File: config.mk
export PLATFORM = sky130hd
export DESIGN_NAME = gmep_relax
export DESIGN_NICKNAME = d
export VERILOG_FILES = /design/src/sv/gmep_pkg.sv /design/src/sv/gmep_relax.sv
export SDC_FILE = /design/constraint.sdc
export NUM_CORES = 1
export LEC_CHECK = 0
export BUFFER_PORTS_ARGS = -buffer_cell sky130_fd_sc_hd__buf_4
export CAP_MARGIN = 20
export CORE_MARGIN = 5
export CORE_UTILIZATION = 55
export DETAILED_ROUTE_END_ITERATION = 8
export PLACE_DENSITY = 0.88
export RECOVER_POWER = 100
export REMOVE_ABC_BUFFERS = 1
export SYNTH_ARGS = -nofsm -noshare
export SYNTH_HDL_FRONTEND = slang
export SYNTH_SLANG_ARGS = --single-unit
File: constraint.sdc
create_clock -name vclk -period 8.1
set_clock_uncertainty 0.05 [all_clocks]
set_input_delay 0.81 -clock vclk [all_inputs]
set_output_delay 0.81 -clock vclk [all_outputs]
set_load 0.01 [all_outputs]
File: src/sv/gmep_pkg.sv
// Shared constants for the grid minimum effort path block.
package gmep_pkg;

    localparam int DEF_MAX_ROWS    = 64;
    localparam int DEF_MAX_COLS    = 64;
    localparam int DEF_HEIGHT_BITS = 16;

    localparam int FIELD_BITS = 16;   // height and effort port width
    localparam int SIZE_BITS  = 7;    // grid_rows / grid_cols register width

    // configuration register indexes
    localparam logic REG_ROWS = 1'b0;
    localparam logic REG_COLS = 1'b1;

    // neighbor visit order
    localparam logic [1:0] DIR_UP    = 2'd0;
    localparam logic [1:0] DIR_RIGHT = 2'd1;
    localparam logic [1:0] DIR_DOWN  = 2'd2;
    localparam logic [1:0] DIR_LEFT  = 2'd3;

endpackage

File: src/sv/gmep_relax.sv
// Shared relax unit: absolute height step, path max, and improvement compare.
module gmep_relax
    import gmep_pkg::*;
#(
    parameter int HEIGHT_BITS = DEF_HEIGHT_BITS
) (
    input  logic [HEIGHT_BITS-1:0] from_height,
    input  logic [HEIGHT_BITS-1:0] nb_height,
    input  logic [HEIGHT_BITS:0]   from_cost,
    input  logic [HEIGHT_BITS:0]   nb_cost,
    output logic [HEIGHT_BITS:0]   new_cost,
    output logic                   improve
);

    logic [HEIGHT_BITS-1:0] step;
    logic [HEIGHT_BITS:0]   step_ext;

    always_comb
    begin
        if (from_height > nb_height)
        begin
            step = from_height - nb_height;
        end
        else
        begin
            step = nb_height - from_height;
        end
        step_ext = {1'b0, step};
        new_cost = (from_cost > step_ext) ? from_cost : step_ext;
        improve  = nb_cost > new_cost;
    end

endmodule

# Word-level counts from Yosys, hierarchy flattened
# Cells that the tools add are included.
[word_totals]
latch_bits = 0
output_inout_bits = 18
rom_bits = 0
register_bits = 0
mem_count = 0
ramBits = 0
[classes]
bitwise = 0
n_mul = 0
reduce_logical = 0
shifts = 0
n_lt_le_gt_ge = 3
muxes = 2
add_sub_neg = 2
div = 0
n_eq_ne = 0
[ops]
columns = ["op", "n"]
rows = [
  ["$sub 16x16->16", 2],
  ["$gt 17x16->1", 1],
  ["$gt 17x17->1", 1],
  ["$mux 17", 1],
  ["$gt 16x16->1", 1],
  ["$mux 16", 1],
]

# Longest topological paths before layout
# Gate-level depths: netlist (run 1).
[depth]
depth_word = 5
depth_mapped = 29
depth_no_buf = 28

# Worst setup path before layout (run 1)
# Ideal clock, no wire load.
[synth_path]
kind = "input to output"
start = "input port from_height[0]"
end = "output port improve"
cell_stages = 28
t_required_ns = 7.240
setup_slack_ns = 1.303
arrival_ns = 5.937
path_cell_list = "inv_1 > ha_1 > fa_1 > nand2b_1 > a21oi_2 > o211ai_2 > a2111oi_4 > o31ai_4 > buf_6 > mux2i_1 > xnor2_1 > inv_1 > ha_1 > nand2_1 > o21ai_0 > or4b_2 > o311ai_0 > o21a_1 > buf_2 > buf_2 > mux2i_1 > ha_1 > a21o_1 > a21o_1 > a211oi_1 > o21ai_0 > a21oi_1 > a31oi_1"
[synth_via]
elab_chain_cells = 5
word_cells_on_any_way = 7
classes_between = "2 x add/sub; 3 x order compare; 2 x mux"
[synth_lines]
columns = ["item", "line_no", "source"]
rows = [
  ["start: declaration", "gmep_relax.sv:7", "input logic [HEIGHT_BITS-1:0] from_height,"],
  ["$sub 16x16->16, or another cell as far along", "gmep_relax.sv:26", "step = nb_height - from_height;"],
  ["$mux 16 (*)", "gmep_relax.sv:20", "if (from_height > nb_height)"],
  ["$gt 17x16->1", "gmep_relax.sv:29", "new_cost = (from_cost > step_ext) ? from_cost : step_ext;"],
  ["$mux 17 (*)", "gmep_relax.sv:29", ""],
  ["$gt 17x17->1 (*)", "gmep_relax.sv:30", "improve = nb_cost > new_cost;"],
  ["end: declaration", "gmep_relax.sv:12", "output logic improve"],
]
# Mark *: on every way between the ends. The rest lies on a longest branch, timed or not.

# Final worst setup path (run 1)
# Ends and elaborated chain as after synthesis.

==> results of run 1 <==
path summary, 6_finish.rpt:
kind	from	endpoint	slack, ns	depth (start not counted)
min	from_cost[16]	new_cost[16]	1.82	2
max	from_height[0]	improve	0.55	27
power by group:
part	internal (µW)	leakage, µW	switching, µW
clock	0	0	0
combinational	175	0.00191	199
sequential	0	0	0
total	175	0.00191	199
routing by layer:
layer | GRT usage | share of wire | vias to the layer above
met5 | 0 | 0 | -
met4 | 0.0236 | 0.0098 | 0
met3 | 0.00897 | 0.069 | 6
met2 | 0.403 | 0.49 | 95
met1 | 0.258 | 0.43 | 1309
li1 | - | - | 1417
per-stage QoR:
stage	util	hold WS [ns]	cell area, µm²	cells
2_1_floorplan	-	1.57	2640	341
3_3_place_gp	0.709	1.78	3370	495
3_5_place_dp	0.709	1.79	3370	495
4_1_cts	0.709	1.79	3370	495
5_1_grt	0.701	1.83	3330	495
6_report	0.701	1.82	3330	495
kinds of logic (layout without fill, tap and decap cells):
logic type               count (synthesis)  in the layout  synth area share
AO/OA/AOI/OAI                          104            104             0.266
buffers and inverters                   76            147             0.114
adder cells (fa/ha/maj)                 66             66             0.309
AND/OR/NAND/NOR                         56             56             0.109
multiplexers                            41             41             0.157
XOR/XNOR                                14             14            0.0451
placed cells by master, fill, tap and decap left out, types with 3 or more instances in the layout:
cell type / instances
a211oi_1: 3
a21o_1: 20
a21oi_1: 33
a221oi_1: 4
and3_1: 3
buf_4: 76
clkbuf_1: 11
ha_1: 64
inv_1: 60
mux2_2: 13
mux2i_1: 27
nand2_1: 8
nand3_1: 5
nand4_1: 9
nor2_1: 14
nor3_1: 3
nor4_1: 3
o21a_1: 5
o21ai_0: 14
o21bai_1: 5
xnor2_1: 9
xor2_1: 5
area by class of cell:
class,instances,area [µm²]
tap,67,83.8
fill,428,1420
multi-input combinational,281,2410
inverter,60,225
timing repair buffer,87,612
==> results by group, run 1 <==
Critical path
  • Critical Path AT: 6.69 ns
  • Crit. End Element: output pin
  • Crit path max-delay family: compound AO/OA/AOI/OAI gates
  • Data required, critical path: 7.24 ns
  • CP Max Fanout: 18
  • Crit path kind: in -> out
  • Most used cell, CP: ha_1
  • Max stage delay on crit path: 0.69 ns
  • Startpoint types: input port
  • Worst Path Buf+Inv: 4
  • Critical path's slowest cell: or4b_2

Timing
  • Setup TNS: 0 ns
  • Tightest Pin Transition: 0.993 ns
  • FMAX: 133 MHz
  • Final setup viols: 0
  • Slew Viols, Final: 0
  • Fin. Hold Viols: 0
  • RSZ-0062 raised after global routing: no
  • Max-slew headroom: 0.338
  • Tcrit/Tclk final: 0.932
  • Final worst setup slack: 0.553 ns
  • Min Tclk post-route: 7.55 ns

Floorplanning
  • Placeable Area: 4750 µm²
  • Die W: 80.3 µm
  • # IOs: 84
  • Die height: 80.3 µm
  • Die area: 6450 µm²
  • # rows: 25
  • Starting Density: 0.572

Synth
  • Avg Inst Size Synth: 7.62 µm²
  • Synth cell types: 49
  • Count leader, synth: ha_1
  • Syn. warnings: 0
  • Synth area leader: ha_1
  • Synth Instances: 357
  • Area contributors post-synth: ha_1 29%, mux2i_1 9.9%, inv_1 8.3%
  • Synthesized cell area: 2720 µm²
  • Top cells by count, synth: 64 x ha_1, 60 x inv_1, 33 x a21oi_1, 27 x mux2i_1, 20 x a21o_1
  • Synth top area share: 0.294
  • Sequential-to-total area share from yosys stat: 0

Cells and area
  • Clkbuf count: 0
  • Ant. Diodes: 0
  • Share of layout cells above drive strength 1: 0.227
  • Seq cells: 0
  • Nets: 562
  • Area growth from synthesis to layout: 22.5%
  • Seq. cell area: 0 µm²

Flow run
  • Maxcap violations: 0

Power
  • LEAKAGE: 0.00191 µW
  • PD cells: 112 nW/µm²
  • Pwr Total: 374 µW
  • Max VDD drop: 0.0444 mV

Placement
  • Worst slack, placed: 0.576 ns
  • Final RePlAce weighted congestion: 0.874
  • Input/output buffers: 84
  • Post-DP HPWL: 6330 µm

Clock network
  • Hold-fix buffers, CTS: 0
  • Post-CTS setup repair buffer count: 0
  • Resized Gates After CTS: 0

GRT
  • Initial antenna violation count: 0
  • Vias in the first global route: 2672
  • Total gr overflow: 0
  • Total global-route track usage: 0.208
  • Largest net degree at the start of global routing: 19
  • First-pass GRT wire length: 11300 µm

Outcome
  • Outcome: finished clean

Drt
  • # DRC: 0
  • Routed via count: 2827
  • Routed WL: 7140 µm
  • Wirelength per Cell: 14.4 µm
  • DRT iter0 DRCs: 96
  • Antenna-violating nets left: 0
  • TritonRoute pass-1 iters: 4
  • Via density per instance: 5.71

Hold path
  • HP Class: in -> out
No activity file was read; power rests on OpenSTA's default activity.
==> run 2, diff against run 1 <==
--- a/config.mk
+++ b/config.mk
@@ -11,4 +11,6 @@
 export CORE_UTILIZATION = 55
 export DETAILED_ROUTE_END_ITERATION = 8
+export GPL_ROUTABILITY_DRIVEN = 0
+export MAX_ROUTING_LAYER = met4
 export PLACE_DENSITY = 0.88
 export RECOVER_POWER = 100
==> constraint.sdc (replaced) <==
create_clock -name vclk -period 8.1
set_clock_uncertainty 0.05 [all_clocks]
set_input_delay 0.81 -clock vclk [all_inputs]
set_output_delay 0.81 -clock vclk [all_outputs]
set_load 0.1 [all_outputs]
==> results by group, run 2 (synthesis gave the netlist of run 1 again) <==
Cells and area
  • Ant. Diodes: 0 (unchanged)
  • Commonest non-fill, non-tap cell in the layout: buf_4
  • Non-Filler Instances: 499 (+0.81%)
  • Final core utilization: 0.707 (+0.00632)
  • Clkbuf count: 0 (unchanged)
  • Share of layout cells above drive strength 1: 0.234 (+0.00716)
  • Seq cells: 0 (unchanged)
  • Commonest non-fill, non-tap cells in the layout: 78 x buf_4, 64 x ha_1, 60 x inv_1
  • Area growth from synthesis to layout: 23.6%
  • Seq. cell area: 0 µm² (unchanged)
  • Nets: 566 (+0.71%)

Clock network
  • Hold-fix buffers, CTS: 0 (unchanged)

Timing
  • Min Tclk post-route: 7.75 ns (+0.202 ns)
  • Slew Viols, Final: 0 (unchanged)
  • FMAX: 129 MHz (-2.6%)
  • Final setup viols: 0 (unchanged)
  • Worst hold margin: 2.07 ns (+0.254 ns)
  • Max-slew headroom: 0.200 (-0.138)
  • Fin. Hold Viols: 0 (unchanged)
  • Tcrit/Tclk final: 0.957 (+0.0250)
  • Tightest Pin Transition: 1.21 ns (+0.212 ns)

Power
  • Gate power share: 1.000 (about the same)
  • Net Sw Frac: 0.661 (+0.129)
  • Max VDD drop: 0.107 mV (+140%)
  • Internal power: 179 µW (+2.2%)
  • Sequential Power Share: 0 (unchanged)
  • Sw power: 348 µW (+75%)
  • PD cells: 157 nW/µm² (+40%)
  • Clock power frac: 0 (unchanged)
  • Pwr Total: 527 µW (+41%)
  • LEAKAGE: 0.00192 µW (+0.82%)

Critical path
  • Max stage delay on crit path: 0.68 ns (about the same)
  • CP Max Fanout: 18 (unchanged)
  • Data required, critical path: 7.24 ns (about the same)
  • Crit. End Element: output pin
  • Critical Path AT: 6.89 ns (+0.20 ns)
  • Worst Path Buf+Inv: 4 (unchanged)
  • Startpoint types: input port
  • Crit path max-delay family: compound AO/OA/AOI/OAI gates
  • Crit path kind: in -> out
  • Critical path's slowest cell: or4b_2
  • Most used cell, CP: ha_1

Drt
  • Via density per instance: 5.65 (-1.0%)
  • Wirelength per Cell: 14.3 µm (-1.1%)
  • Routed WL: 7120 µm (-0.25%)
  • Routed via count: 2821 (-0.21%)
  • TritonRoute pass-1 iters: 4 (unchanged)
  • Antenna-violating nets left: 0 (unchanged)
  • DRT iter0 DRCs: 84 (-13%)
  • # DRC: 0 (unchanged)

Hold path
  • Hold Crit Endpoint: new_cost[2]
  • HP Class: in -> out
  • Hold Path Depth: 3 (+1)
  • Min-delay src: from_cost[2]

GRT
  • Vias in the first global route: 2790 (+4.4%)
  • Total gr overflow: 0 (unchanged)
  • Initial antenna violation count: 0 (unchanged)
  • Total global-route track usage: 0.219 (+0.0109)
  • Largest net degree at the start of global routing: 19 (unchanged)
  • First-pass GRT wire length: 11700 µm (+3.4%)

Flow run
  • Maxcap violations: 0 (unchanged)

Placement
  • Input/output buffers: 84 (unchanged)
  • Dpl cells: 494 (-0.20%)
  • Post-DP HPWL: 6270 µm (-0.84%)

Floorplanning
  • Die area: 6450 µm² (unchanged)
  • Die height: 80.3 µm (unchanged)
  • Starting Density: 0.572 (unchanged)
  • # IOs: 84 (unchanged)
  • Die W: 80.3 µm (unchanged)
  • # rows: 25 (unchanged)
  • Placeable Area: 4750 µm² (unchanged)

Outcome
  • Outcome: finished clean
## run 2: worst min-delay path, cell delays in order
cell	delay [ns]
buf_4	0.09
mux2_2	0.13
buf_4	0.28
## run 2: timing repair
item | in CTS | in global routing
buffers inserted | 0 | 5
resized for setup | 0 | 2
hold endpoints to repair | 0 | 0
setup endpoints to repair | 0 | 1
## run 2: layout make-up
cell class,count,area (µm²)
Fill cell,434,1390
Inverter,60,225
Multi-Input combinational cell,281,2410
Tap cell,67,83.8
Timing Repair Buffer,91,642
## run 2: worst max-delay path by stage
| stage | startpoint | to | slack, ns | cells after the start |
|---|---|---|---|---|
| floorplan | from_height[0] | improve | -1.51 | 20 |
| global placement | from_height[3] | improve | 0.61 | 27 |
| detailed placement | from_height[3] | improve | 0.31 | 26 |
| CTS | from_height[3] | improve | 0.32 | 26 |
| global route | from_height[0] | improve | -0.05 | 27 |
| finish | from_height[0] | improve | 0.35 | 27 |
## run 2: per-stage QoR
step | cell area [µm²] | setup TNS [ns] | setup slack [ns]
2_1_floorplan | 2640 | -1.51 | -1.51
3_3_place_gp | 3370 | 0 | 0.614
3_5_place_dp | 3370 | 0 | 0.310
4_1_cts | 3370 | 0 | 0.315
5_1_grt | 3360 | -0.0476 | -0.0476
6_report | 3360 | 0 | 0.351
## run 2: power groups by stage
| stage | sequential (µW) | combinational, µW | clock [µW] |
|---|---|---|---|
| global placement | 0 | 514 | 0 |
| CTS | 0 | 532 | 0 |
| floorplan | 0 | 405 | 0 |
| detailed placement | 0 | 530 | 0 |
| finish | 0 | 527 | 0 |
| global route | 0 | 572 | 0 |
## run 2: metal layers
metal / GRT usage / wire length [µm] / part of all wire / up-vias
met1: 0.264 / 2990 / 0.42 / 1285
met5: - / 0 / 0 / -
li1: - / - / - / 1421
met4: 0.0372 / 126 / 0.018 / 0
met2: 0.406 / 3560 / 0.50 / 101
met3: 0.0101 / 446 / 0.063 / 14
==> run 3, diff against run 2 <==
Settings changed: CORE_ASPECT_RATIO set to 1.25.
==> results by group, run 3 (synthesis gave the netlist of run 1 again) <==
Outcome
  • Outcome: finished clean

Timing
  • Min Tclk post-route: 7.71 ns (-0.0360 ns)
  • Final setup viols: 0 (unchanged)
  • Tightest Pin Transition: 1.18 ns (-0.0224 ns)
  • Slew Viols, Final: 0 (unchanged)
  • Tcrit/Tclk final: 0.952 (-0.00445)
  • Fin. Hold Viols: 0 (unchanged)
  • Final worst setup slack: 0.387 ns (+0.0360 ns)
  • FMAX: 130 MHz (+0.47%)
  • Worst hold margin: 2.08 ns (+0.00545 ns)
  • Max-slew headroom: 0.215 (+0.0149)

Power
  • Max VDD drop: 0.0820 mV (-23%)
  • LEAKAGE: 0.00193 µW (+0.16%)
  • Gate power share: 1.000 (about the same)
  • Clock power frac: 0 (unchanged)
  • PD cells: 159 nW/µm² (+1.3%)
  • Sw power: 353 µW (+1.5%)
  • Net Sw Frac: 0.663 (+0.00233)
  • Sequential Power Share: 0 (unchanged)
  • Internal power: 179 µW (+0.45%)

Critical path
  • Crit path kind: in -> out
  • Crit. End Element: output pin
  • Data required, critical path: 7.24 ns (about the same)
  • CP Max Fanout: 22 (+4)
  • Startpoint types: input port
  • Critical Path AT: 6.85 ns (-0.04 ns)

Cells and area
  • Non-Filler Instances: 493 (-1.2%)
  • Ant. Diodes: 0 (unchanged)
  • Commonest non-fill, non-tap cell in the layout: buf_4
  • Clkbuf count: 0 (unchanged)
  • Seq cells: 0 (unchanged)
  • Share of layout cells above drive strength 1: 0.236 (+0.00177)
  • Seq. cell area: 0 µm² (unchanged)
  • Area growth from synthesis to layout: 23.4%
  • Nets: 567 (+0.18%)
  • Commonest non-fill, non-tap cells in the layout: 79 x buf_4, 64 x ha_1, 60 x inv_1

Floorplanning
  • Die height: 88.6 µm (+10%)
  • Die area: 6460 µm² (+0.13%)
  • # IOs: 84 (unchanged)
  • Die W: 72.9 µm (-9.2%)
  • Starting Density: 0.571 (-0.00120)
  • Placeable Area: 4760 µm² (+0.21%)
  • # rows: 28 (+12%)

GRT
  • Total gr overflow: 0 (unchanged)
  • Largest net degree at the start of global routing: 23 (+4)
  • Total global-route track usage: 0.224 (+0.00456)
  • First-pass GRT wire length: 11700 µm (+0.23%)
  • Vias in the first global route: 2777 (-0.47%)
  • Initial antenna violation count: 0 (unchanged)

Drt
  • Antenna-violating nets left: 0 (unchanged)
  • Wirelength per Cell: 15.2 µm (+6.6%)
  • Routed via count: 2878 (+2.0%)
  • # DRC: 0 (unchanged)
  • Via density per instance: 5.84 (+3.3%)
  • Routed WL: 7500 µm (+5.3%)
  • DRT iter0 DRCs: 93 (+11%)
  • TritonRoute pass-1 iters: 4 (unchanged)

Hold path
  • Min-delay src: from_cost[2]
  • Hold Path Depth: 3 (unchanged)
  • Hold Crit Endpoint: new_cost[2]
  • HP Class: in -> out

Placement
  • Dpl cells: 487 (-1.4%)
  • Input/output buffers: 84 (unchanged)
  • Post-DP HPWL: 6380 µm (+1.7%)
  • Worst slack, placed: 0.444 ns (+0.134 ns)

Flow run
  • Maxcap violations: 0 (unchanged)
==> run 3: cell types whose count changed in the layout (fill, tap and decap cells not counted) <==
cell / delta
buf_6: -1
clkbuf_4: +1
buf_4: +1
==> run 3: metrics by stage <==
step                       util  cell area, µm²  setup TNS, ns  power [µW]
after floorplan               -            2640          -1.51         405
after global placement    0.705            3360              0         519
after detailed placement  0.705            3360              0         532
after CTS                 0.705            3360              0         534
after global routing      0.705            3360        -0.0285         574
final                     0.705            3360              0         533
==> run 3: worst max path at each step <==
stage                               from  slack, ns      end  cells after the start
after floorplan           from_height[0]      -1.51  improve                     20
after global placement    from_height[7]       0.69  improve                     24
after detailed placement  from_height[7]       0.44  improve                     24
after CTS                 from_height[3]       0.44  improve                     26
after global routing      from_height[0]      -0.03  improve                     28
final                     from_height[0]       0.39  improve                     28
==> run 3: critical path, stage by stage <==
cell	delay, ns
buf_4	0.08
inv_1	0.03
ha_1	0.21
fa_1	0.38
nand2b_1	0.19
a21oi_2	0.17
o211ai_2	0.15
a2111oi_4	0.48
o31ai_4	0.21
clkbuf_4	0.19
a211oi_1	0.30
nor2_1	0.13
xnor2_1	0.15
ha_1	0.31
nand3_1	0.13
or4b_2	0.68
o311ai_0	0.12
o21a_1	0.19
buf_4	0.31
mux2i_1	0.26
ha_1	0.27
a21o_1	0.19
a21o_1	0.18
a21oi_1	0.14
o21ai_0	0.11
a21oi_1	0.17
a31oi_1	0.06
buf_4	0.24
==> run 3: power by group through the flow <==
stage                     registers, µW  clock network [µW]  logic, µW
after floorplan                       0                   0        405
after global placement                0                   0        519
after detailed placement              0                   0        532
after CTS                             0                   0        534
after global routing                  0                   0        574
final                                 0                   0        533
==> run 3: area by class of cell <==
type	instances	area [µm²]
inverter	60	225
timing repair buffer	92	646
multi-input combinational	281	2410
fill	391	1410
tap	60	75.1
==> run 3: what timing repair did <==
action                     4_1_cts  5_1_grt
buffers inserted                 0        6
setup endpoints to repair        0        1
hold buffers                     0        0
gates resized for setup          0        0
==> run 3: metal layers <==
metal	vias up	track usage	part of all wire
li1	1433	-	-
met1	1320	0.238	0.38
met2	106	0.432	0.53
met3	19	0.0216	0.065
met4	0	0.0621	0.026
met5	-	-	0
